<file path="src/cnfa_pkg.sv">
//------------------------------------------------------------------------------
// cnfa_pkg
// Shared types and constants of the circular next-fit allocator.
//------------------------------------------------------------------------------
package cnfa_pkg;

	localparam int unsigned MaxCells = 64;
	localparam int unsigned IdxW = $clog2(MaxCells);
	localparam int unsigned SizeW = IdxW + 1;
	localparam logic [7:0] FreeCell = 8'd48;
	localparam logic [7:0] LowerA = 8'd97;
	localparam logic [7:0] UpperA = 8'd65;
	localparam logic [7:0] Letters = 8'd26;

	localparam logic [1:0] CmdAlloc = 2'd0;
	localparam logic [1:0] CmdRelease = 2'd1;
	localparam logic [1:0] CmdDump = 2'd2;

	localparam logic [1:0] StOk = 2'd0;
	localparam logic [1:0] StBadLen = 2'd1;
	localparam logic [1:0] StNoSpace = 2'd2;
	localparam logic [1:0] StNotFound = 2'd3;

	// datapath operations requested by the controller
	typedef enum logic [2:0] {
		OP_NONE,
		OP_LOAD,
		OP_SEEK,
		OP_COMPACT,
		OP_FILL,
		OP_DUMP
	} op_t;

	typedef struct packed {
		op_t op;
		logic start; // first cycle of an operation: reset scan counters
		logic seek_free; // search for free cells, else for the label
		logic fill_free;
	} cmd_t;

	typedef struct packed {
		logic ready; // clearing pass after reset finished
		logic done; // current pass finished
		logic found;
		logic bad_len;
		logic [1:0] command;
		logic run_out; // a dump run is ready
		logic run_last;
	} stat_t;

endpackage

</file>
<file path="src/circular_next_fit_allocator.sv">
//------------------------------------------------------------------------------
// circular_next_fit_allocator
// Next-fit cell allocator over a circular store of up to 64 owner bytes.
//------------------------------------------------------------------------------
// Usage: one input word per command on s_*; results leave on m_*.
// Allocate and release give one result word, dump gives one word per run
// with tlast on the final one. cfg_we/cfg_data set the store size; the
// user must set it only while idle, which the block does not enforce. Every
// pass scans one cell per cycle, but a dump pass stops at each run word
// until it is taken. An allocate searches, on a miss compacts and searches
// again, and fills a found run; a release searches and frees a found run.
// One command is handled at a time; the next word is accepted after the
// last result is taken. Reset sets the cursor to 0 and size to 64, then a
// clearing pass writes every cell free (48); s_tready stays low until it
// ends. If the receiver stalls, the result holds on m_tdata until taken.
//------------------------------------------------------------------------------
module circular_next_fit_allocator (
	input logic clk,
	input logic arst_n,
	input logic cfg_we,
	input logic [6:0] cfg_data,
	input logic s_tvalid,
	output logic s_tready,
	input logic [17:0] s_tdata, // command[1:0], length[9:2], label[17:10]
	output logic m_tvalid,
	input logic m_tready,
	output logic [23:0] m_tdata, // status, start_index, run_length, run_label, zero
	output logic m_tlast
);

	cnfa_pkg::cmd_t cmd;
	cnfa_pkg::stat_t stat;
	logic [1:0] status;
	logic dump_word;
	logic [5:0] start_q;
	logic [6:0] run_len_q;
	logic [7:0] run_lab_q;

	cnfa_controller u_ctrl (
		.clk, .arst_n, .s_tvalid, .s_tready, .m_tvalid, .m_tready,
		.status, .last(m_tlast), .dump_word, .cmd, .stat
	);

	cnfa_datapath u_dp (
		.clk, .arst_n, .cfg_we, .cfg_data,
		.in_command(s_tdata[1:0]), .in_length(s_tdata[9:2]), .in_label(s_tdata[17:10]),
		.cmd, .stat, .start_q, .run_len_q, .run_lab_q
	);

	// pack result word
	assign m_tdata = dump_word
		? {1'b0, run_lab_q, run_len_q, 6'd0, cnfa_pkg::StOk}
		: {1'b0, 8'd0, 7'd0, (status == cnfa_pkg::StOk) ? start_q : 6'd0, status};

endmodule

</file>
<file path="src/cnfa_datapath.sv">
//------------------------------------------------------------------------------
// cnfa_datapath
// Cell store, cursor and the single-cell scan unit for seek, compact,
// fill and dump passes.
//------------------------------------------------------------------------------
module cnfa_datapath (
	input logic clk,
	input logic arst_n,
	input logic cfg_we,
	input logic [6:0] cfg_data,
	input logic [1:0] in_command,
	input logic [7:0] in_length,
	input logic [7:0] in_label,
	input cnfa_pkg::cmd_t cmd,
	output cnfa_pkg::stat_t stat,
	output logic [5:0] start_q,
	output logic [6:0] run_len_q,
	output logic [7:0] run_lab_q
);

	logic [7:0] cells_q [cnfa_pkg::MaxCells];
	logic [7:0] rd_q;
	logic [cnfa_pkg::SizeW-1:0] size_q;
	logic [cnfa_pkg::IdxW-1:0] cursor_q, cursor_d;
	logic [1:0] cmd_q, cmd_d;
	logic [7:0] len_q, len_d, lab_q, lab_d;
	logic [cnfa_pkg::SizeW-1:0] n;
	logic [cnfa_pkg::IdxW-1:0] pos_q, pos_d, dst_q, dst_d;
	logic [cnfa_pkg::SizeW-1:0] i_q, i_d;
	logic [7:0] cnt_q, cnt_d;
	logic found_q, found_d, done_q, done_d;
	logic run_out_q, run_out_d, run_last_q, run_last_d;
	logic [cnfa_pkg::IdxW-1:0] start_d;
	logic [6:0] run_len_d;
	logic [7:0] run_lab_d;
	logic [cnfa_pkg::IdxW-1:0] clr_q;
	logic clearing_q;
	logic wr_en, mv_en;
	logic [cnfa_pkg::IdxW-1:0] wr_addr;
	logic [7:0] wr_data;
	logic [7:0] cur, v;
	logic [cnfa_pkg::IdxW-1:0] pos_nx;
	logic [cnfa_pkg::SizeW-1:0] used;
	logic wrap, hit;
	logic [7:0] lab_up;

	// clamp size into range
	always_comb begin
		if (size_q == 7'd0) n = 7'd1;
		else if (size_q > 7'(cnfa_pkg::MaxCells)) n = 7'(cnfa_pkg::MaxCells);
		else n = size_q;
	end

	always_comb begin
		if (in_label >= cnfa_pkg::LowerA && in_label < cnfa_pkg::LowerA + cnfa_pkg::Letters)
			lab_up = in_label - cnfa_pkg::LowerA + cnfa_pkg::UpperA;
		else lab_up = in_label;
	end

	// registered read data holds the cell at pos_q
	assign cur = rd_q;
	assign v = cmd.seek_free ? cnfa_pkg::FreeCell : lab_q;
	assign wrap = ({1'b0, pos_q} + 7'd1) == n;
	assign pos_nx = wrap ? 6'd0 : pos_q + 6'd1;
	assign hit = (cur == v) && (cnt_q + 8'd1 == len_q);
	assign used = {1'b0, dst_q} + {6'd0, cur != cnfa_pkg::FreeCell};

	// size register
	always_ff @(posedge clk or negedge arst_n) begin
		if (!arst_n) size_q <= 7'(cnfa_pkg::MaxCells);
		else if (cfg_we) size_q <= cfg_data;
	end

	// clearing pass after reset: one cell per cycle
	always_ff @(posedge clk or negedge arst_n) begin
		if (!arst_n) begin
			clr_q <= '0;
			clearing_q <= 1'b1;
		end else if (clearing_q) begin
			clr_q <= clr_q + 6'd1;
			clearing_q <= (clr_q != 6'(cnfa_pkg::MaxCells - 1));
		end
	end

	// cell store: two write ports for compaction moves, one registered read
	always_ff @(posedge clk) begin
		if (clearing_q) begin
			cells_q[clr_q] <= cnfa_pkg::FreeCell;
		end else begin
			if (wr_en) cells_q[wr_addr] <= wr_data;
			if (mv_en) cells_q[dst_q] <= cur;
		end
		rd_q <= cells_q[pos_d];
	end

	// scan unit: next values, one cell per cycle; a dump pass holds a cell while its run word goes out
	always_comb begin
		cursor_d = cursor_q;
		cmd_d = cmd_q;
		len_d = len_q;
		lab_d = lab_q;
		pos_d = pos_q;
		dst_d = dst_q;
		i_d = i_q;
		cnt_d = cnt_q;
		found_d = found_q;
		done_d = 1'b0;
		run_out_d = 1'b0;
		run_last_d = run_last_q;
		start_d = start_q;
		run_len_d = run_len_q;
		run_lab_d = run_lab_q;
		wr_en = 1'b0;
		mv_en = 1'b0;
		wr_addr = pos_q;
		wr_data = cnfa_pkg::FreeCell;
		case (cmd.op)
			cnfa_pkg::OP_LOAD: begin
				cmd_d = in_command;
				len_d = in_length;
				lab_d = lab_up;
				if ({1'b0, cursor_q} >= n) cursor_d = '0;
				found_d = 1'b0;
			end
			cnfa_pkg::OP_SEEK: begin
				if (cmd.start) begin
					pos_d = cursor_q;
					start_d = cursor_q;
					cnt_d = '0;
					i_d = '0;
					found_d = 1'b0;
				end else if (!done_q) begin
					pos_d = pos_nx;
					i_d = i_q + 7'd1;
					if (hit) begin
						found_d = 1'b1;
						done_d = 1'b1;
						cnt_d = cnt_q + 8'd1;
					end else if (wrap) begin
						// runs never continue across the wrap
						cnt_d = '0;
						start_d = '0;
					end else if (cur == v) begin
						cnt_d = cnt_q + 8'd1;
					end else begin
						cnt_d = '0;
						start_d = pos_nx;
					end
					if (!hit && i_q + 7'd1 == n) done_d = 1'b1;
				end
			end
			cnfa_pkg::OP_COMPACT: begin
				if (cmd.start) begin
					pos_d = '0;
					dst_d = '0;
					i_d = '0;
				end else if (!done_q) begin
					if (cur != cnfa_pkg::FreeCell) begin
						// move a used cell down, free its old place
						if (pos_q != dst_q) begin
							wr_en = 1'b1;
							mv_en = 1'b1;
						end
						dst_d = dst_q + 6'd1;
					end
					pos_d = pos_q + 6'd1;
					i_d = i_q + 7'd1;
					if (i_q + 7'd1 == n) begin
						done_d = 1'b1;
						cursor_d = (used >= n) ? 6'd0 : used[5:0];
					end
				end
			end
			cnfa_pkg::OP_FILL: begin
				if (cmd.start) begin
					pos_d = start_q;
					cnt_d = '0;
					cursor_d = start_q;
				end else if (!done_q) begin
					wr_en = 1'b1;
					wr_data = cmd.fill_free ? cnfa_pkg::FreeCell : lab_q;
					pos_d = pos_nx;
					cnt_d = cnt_q + 8'd1;
					if (cnt_q + 8'd1 == len_q) done_d = 1'b1;
				end
			end
			cnfa_pkg::OP_DUMP: begin
				if (cmd.start) begin
					pos_d = '0;
					i_d = '0;
					cnt_d = '0;
					run_last_d = 1'b0;
				end else if (!run_out_q) begin
					if (i_q < n) begin
						if (cnt_q == 8'd0) begin
							// open a run at the current cell
							run_lab_d = cur;
							cnt_d = 8'd1;
							pos_d = pos_q + 6'd1;
							i_d = i_q + 7'd1;
						end else if (cur == run_lab_q) begin
							cnt_d = cnt_q + 8'd1;
							pos_d = pos_q + 6'd1;
							i_d = i_q + 7'd1;
						end else begin
							// hold the differing cell for the next run
							run_len_d = cnt_q[6:0];
							cnt_d = '0;
							run_out_d = 1'b1;
							run_last_d = 1'b0;
						end
					end else if (cnt_q != 8'd0) begin
						run_len_d = cnt_q[6:0];
						cnt_d = '0;
						run_out_d = 1'b1;
						run_last_d = 1'b1;
						done_d = 1'b1;
					end
				end
			end
			default: ;
		endcase
	end

	always_ff @(posedge clk or negedge arst_n) begin
		if (!arst_n) begin
			cursor_q <= '0;
			done_q <= 1'b0;
			found_q <= 1'b0;
			run_out_q <= 1'b0;
			run_last_q <= 1'b0;
			pos_q <= '0;
			i_q <= '0;
			cnt_q <= '0;
			dst_q <= '0;
			start_q <= '0;
			cmd_q <= '0;
			len_q <= '0;
			lab_q <= '0;
			run_len_q <= '0;
			run_lab_q <= '0;
		end else begin
			cursor_q <= cursor_d;
			done_q <= done_d;
			found_q <= found_d;
			run_out_q <= run_out_d;
			run_last_q <= run_last_d;
			pos_q <= pos_d;
			i_q <= i_d;
			cnt_q <= cnt_d;
			dst_q <= dst_d;
			start_q <= start_d;
			cmd_q <= cmd_d;
			len_q <= len_d;
			lab_q <= lab_d;
			run_len_q <= run_len_d;
			run_lab_q <= run_lab_d;
		end
	end

	assign stat.ready = !clearing_q;
	assign stat.done = done_q;
	assign stat.found = found_q;
	assign stat.bad_len = (len_q == 8'd0) || ({1'b0, len_q} > {2'b0, n});
	assign stat.command = cmd_q;
	assign stat.run_out = run_out_q;
	assign stat.run_last = run_last_q;

endmodule

</file>
<file path="src/cnfa_controller.sv">
//------------------------------------------------------------------------------
// cnfa_controller
// Sequencer for allocate, release and dump, plus the output word register.
//------------------------------------------------------------------------------
module cnfa_controller (
	input logic clk,
	input logic arst_n,
	input logic s_tvalid,
	output logic s_tready,
	output logic m_tvalid,
	input logic m_tready,
	output logic [1:0] status,
	output logic last,
	output logic dump_word,
	output cnfa_pkg::cmd_t cmd,
	input cnfa_pkg::stat_t stat
);

	typedef enum logic [10:0] {
		S_IDLE = 11'b00000000001,
		S_LOAD = 11'b00000000010,
		S_SEEK1 = 11'b00000000100,
		S_COMP = 11'b00000001000,
		S_SEEK2 = 11'b00000010000,
		S_FILL = 11'b00000100000,
		S_OUT = 11'b00001000000,
		S_DUMP = 11'b00010000000,
		S_DOUT = 11'b00100000000,
		S_DNEXT = 11'b01000000000,
		S_WAIT = 11'b10000000000
	} state_t;

	state_t state_q, nxt;
	logic first_q;
	logic [1:0] st_q;
	logic [1:0] st_d;
	logic last_q;

	assign s_tready = (state_q == S_IDLE) && stat.ready;
	assign m_tvalid = (state_q == S_OUT) || (state_q == S_DOUT);
	assign status = (state_q == S_DOUT) ? cnfa_pkg::StOk : st_q;
	assign last = (state_q == S_DOUT) ? last_q : 1'b1;
	assign dump_word = (state_q == S_DOUT);

	// next state and datapath command
	always_comb begin
		nxt = state_q;
		st_d = st_q;
		cmd = '{op: cnfa_pkg::OP_NONE, start: first_q, seek_free: 1'b0, fill_free: 1'b0};
		case (state_q)
			S_IDLE: if (s_tvalid && stat.ready) begin
				cmd.op = cnfa_pkg::OP_LOAD;
				nxt = S_LOAD;
			end
			S_LOAD: begin
				st_d = cnfa_pkg::StOk;
				if (stat.command == cnfa_pkg::CmdDump) nxt = S_DUMP;
				else if (!(stat.command inside {cnfa_pkg::CmdAlloc, cnfa_pkg::CmdRelease}))
					nxt = S_IDLE;
				else if (stat.bad_len) begin
					st_d = cnfa_pkg::StBadLen;
					nxt = S_OUT;
				end else nxt = S_SEEK1;
			end
			S_SEEK1: begin
				cmd.op = cnfa_pkg::OP_SEEK;
				cmd.seek_free = (stat.command == cnfa_pkg::CmdAlloc);
				if (!first_q && stat.done) begin
					if (stat.found) nxt = S_FILL;
					else if (stat.command == cnfa_pkg::CmdAlloc) nxt = S_COMP;
					else begin
						st_d = cnfa_pkg::StNotFound;
						nxt = S_OUT;
					end
				end
			end
			S_COMP: begin
				cmd.op = cnfa_pkg::OP_COMPACT;
				if (!first_q && stat.done) nxt = S_SEEK2;
			end
			S_SEEK2: begin
				cmd.op = cnfa_pkg::OP_SEEK;
				cmd.seek_free = 1'b1;
				if (!first_q && stat.done) begin
					if (stat.found) nxt = S_FILL;
					else begin
						st_d = cnfa_pkg::StNoSpace;
						nxt = S_OUT;
					end
				end
			end
			S_FILL: begin
				cmd.op = cnfa_pkg::OP_FILL;
				cmd.fill_free = (stat.command == cnfa_pkg::CmdRelease);
				if (!first_q && stat.done) nxt = S_OUT;
			end
			S_OUT: if (m_tready) nxt = S_IDLE;
			S_DUMP: begin
				cmd.op = cnfa_pkg::OP_DUMP;
				if (!first_q && stat.run_out) nxt = S_DOUT;
			end
			S_DOUT: if (m_tready) nxt = last_q ? S_WAIT : S_DNEXT;
			S_DNEXT: begin
				cmd.op = cnfa_pkg::OP_DUMP;
				cmd.start = 1'b0;
				nxt = S_DUMP;
			end
			S_WAIT: nxt = S_IDLE;
			default: nxt = S_IDLE;
		endcase
	end

	// state and pass-start flag
	always_ff @(posedge clk or negedge arst_n) begin
		if (!arst_n) begin
			state_q <= S_IDLE;
			first_q <= 1'b0;
			st_q <= cnfa_pkg::StOk;
			last_q <= 1'b0;
		end else begin
			state_q <= nxt;
			st_q <= st_d;
			first_q <= ((nxt != state_q) && nxt != S_DUMP) || (state_q == S_LOAD);
			if (state_q == S_DUMP && stat.run_out) last_q <= stat.run_last;
		end
	end

endmodule

</file>
<file path="config.mk">
export PLATFORM = sky130hd
export DESIGN_NAME = circular_next_fit_allocator
export DESIGN_NICKNAME = d
export VERILOG_FILES = /design/src/cnfa_pkg.sv /design/src/circular_next_fit_allocator.sv /design/src/cnfa_datapath.sv /design/src/cnfa_controller.sv
export SDC_FILE = /design/constraint.sdc
export NUM_CORES = 1
export LEC_CHECK = 0
export BUFFER_PORTS_ARGS = -buffer_cell sky130_fd_sc_hd__buf_2
export CAP_MARGIN = 0
export CORE_UTILIZATION = 40
export DETAILED_ROUTE_END_ITERATION = 12
export GPL_TIMING_DRIVEN = 1
export HOLD_SLACK_MARGIN = 0.15
export MAX_ROUTING_LAYER = met4
export PLACE_DENSITY = 0.54
export SLEW_MARGIN = 20
export SYNTH_ARGS = -nofsm -noshare
export SYNTH_HDL_FRONTEND = slang
export SYNTH_SLANG_ARGS = --single-unit
</file>
<file path="constraint.sdc">
create_clock -name clk -period 8.25 [get_ports clk]
set_clock_uncertainty 0.2 [all_clocks]
set_input_delay 1.65 -clock clk [delete_from_list [all_inputs] [get_ports clk]]
set_output_delay 1.65 -clock clk [all_outputs]
set_load 0.005 [all_outputs]
</file>
==> flow_summary.ini <==
[sta]
final-setup-viol-count = 0
finalSetupTns_ns = 0
finalMaxSlewViolations = 0
final-hold-violation-count = 0
fin_crit_ns = 6.38
slew_headroom_pct = 18.2
grt_setup_unrepaired = false
fmax_ghz = 0.157
finalCritPeriodShare_pct = 77.4
worst_pin_slew_ns = 1.22

[clock_network]
cts_setup_buffers = 0
cts_htree_levels = 3
cts_buffer_depth = 3
postCtsHoldBufs = 0
cts_buffers = 74
clockRootBuffer = clkbuf_16
clk_pin_slew_ns = 0.06
post_cts_resized = 0
clkLatencyLatePin_ns = 0.65
cts_tree = built
cts_sinks = 625

[detailed_routing]
num_vias = 25700
wl_mm = 113
avgViaCountPerCell = 6.25
postRouteAntennaNets = 0
wire_per_inst_um = 27.5
drtPass1Iterations = 5
drt_iter0_drc = 2405
drc_errors = 0

[worst_setup_path]
worstPathArrival_ns = 6.66
cp-startpoint = u_dp.size_q[5]
path_max_fanout = 81
endpoint_kind = flip-flop
rr_startpoint = u_dp.size_q[5]
r2r_end = u_dp.cur[6]
crit_end = u_dp.cur[6]
worstSetupPathType = reg2reg
start_kind = flip-flop
reg2reg_slack_ns = 1.87
cp_data_required_time_ns = 8.52
rr_worst_depth = 18

[logic_synthesis]
synth_top_area_share_pct = 46.5
yosysSeqAreaShare_pct = 54.9
synth_flop_cell = edfxtp_1
synth_commonest_cells = 512 x edfxtp_1, 395 x a21o_1, 394 x nand2_1
synth-simple-area-share_pct = 11.0
postSynthAreaPerCell_sq_um = 10.8
synth-xor-area-share_pct = 1.55
synth_top_cell_by_area = edfxtp_1
synth_area_sq_um = 33100
synthMuxAreaShare_pct = 3.29
synth.distinct_cells = 86
synth_compound_area_share_pct = 24.0
async_flop_share_pct = 16.8
synth_area_leaders = edfxtp_1 46%, a21o_1 9.0%, dfrtp_1 7.7%
ys_warn_count = 0
synth_top_family_by_area = compound AO/OA/AOI/OAI gates
synth_most_common_cell = edfxtp_1
synth_seq_cells = 625
synth_edf_count = 512
synth_cells = 3051
synth_fp_nets = 3117
synthAdderAreaFrac_pct = 1.36

[final_layout]
nets = 3047
area_growth_pct = 11.0
drive_gt1_share_pct = 10.8

[grt]
grt_usage_pct = 27.7
grt_pass1_wl_mm = 167
antenna_found_initial = 1
grt_overflow = 0
grt_max_degree = 128
first_global_vias = 25400

[die]
rows = 105
die-area_sq_um = 83900
dieWidth_um = 290
initial_utilization_pct = 40.4
core-area_sq_um = 82000
io_pins = 57
chipHeight_um = 290

[pwr]
p_leak_nw = 16.1
ir_drop_mv = 0.184
p_total_w = 0.00944
powerDensity_nw_per_um2 = 257

[placed_design]
port_buffers = 55
hpwl_mm = 70.4
gp_congestion = 0.929

[hold_path]
hold_class = reg2reg

[outcome]
status = finished clean

[job]
cap_viol_max_count = 0
stage by stage:
stage	hold slack, ns	instance area [sq um]	worst slack, ns	utilization, %	std cells
2_1_floorplan	0.238	33100	4.05	-	3051
3_3_place_gp	0.256	34300	2.07	41.8	3975
3_5_place_dp	0.260	34300	2.02	41.8	3975
4_1_cts	0.280	36700	1.99	44.8	4108
5_1_grt	0.311	36700	1.68	44.8	4108
6_report	0.281	36700	1.87	44.8	4109
where the power goes:
group / total [W] / switching (W) / internal, W
clock: 0.00335 / 0.00139 / 0.00196
combinational: 0.00240 / 0.00162 / 0.000780
sequential: 0.00369 / 0.000215 / 0.00348
how the worst min path moves through the flow:
stage,startpoint,end,cells past startpoint
after floorplan,u_dp.run_len_q[2],u_dp.run_len_q[2],2
after global placement,u_dp.run_len_q[2],u_dp.run_len_q[2],2
after detailed placement,u_dp.run_len_q[4],u_dp.run_len_q[4],2
after CTS,u_dp.run_len_q[1],u_dp.run_len_q[1],2
after global routing,u_dp.run_len_q[1],u_dp.run_len_q[1],2
final,u_dp.run_len_q[4],u_dp.run_len_q[4],2
cells in the final DEF (no fill, tap or decap), types with 65 or more instances in the layout:
cell type / count
a21o_1: 395
a21oi_1: 184
a221oi_1: 65
buf_4: 84
clkbuf_16: 75
dfrtp_1: 102
edfxtp_1: 512
mux2i_1: 66
nand2_1: 394
nor2_1: 125
o21a_1: 79
o21ai_0: 104
cell families after synthesis:
logic type      count (synthesis)
other cells                     1
mux                           104
flops                         625
xor+xnor                       57
buf+inv                       319
fa+ha+maj                      36
compound gates               1126
simple gates                  783
metal layers:
metal,wire [um],share of wire (%),global-route usage (%)
met5,0,0,-
met4,4310,3.8,10.4
met3,7300,6.5,3.92
met2,55500,49,45.9
met1,46000,41,34.4
state kept, by name (all words and copies together) (netlist names), 2 cells and up:
register / count
u_dp.clr_q: 6
u_dp.start_q: 6
u_dp.cnt_q: 8
u_dp.dst_q: 6
u_dp.run_lab_q: 8
u_dp.cells_q: 512
u_dp.cur: 8
u_dp.len_q: 8
u_dp.size_q: 7
u_dp.i_q: 7
u_dp.lab_q: 8
u_dp.pos_q: 6
u_dp.cmd_q: 2
u_dp.run_len_q: 7
u_dp.cursor_q: 6
u_ctrl.st_q: 2
u_ctrl.state_q: 11
worst max-delay path, cell delays in order, from the launching register on:
cell and delay (ns):
dfrtp_1 0.46, or4_1 0.51, nor2_1 0.15, nor2_1 0.06, nor2_1 0.30, ha_1 0.21
nand3b_1 0.10, a21oi_1 0.09, or4_1 0.50, o211ai_1 0.27, a32o_1 0.21, and2_4 0.62
inv_6 0.39, buf_12 0.37, nand2_1 0.13, a32o_1 0.21, o22ai_1 0.16, o31ai_1 0.87
nand4_1 0.15
cell type report:
class / instances / area, sq um
fillers: 7698 / 45300
flip-flops and latches: 625 / 18200
multi-input cells: 2107 / 13700
clock buffers: 97 / 2010
well taps: 1070 / 1340
repair buffers: 140 / 941
clock inverters: 36 / 444
inverters: 33 / 131
diodes: 1 / 2.50
No activity file was read; power rests on OpenSTA's default activity.
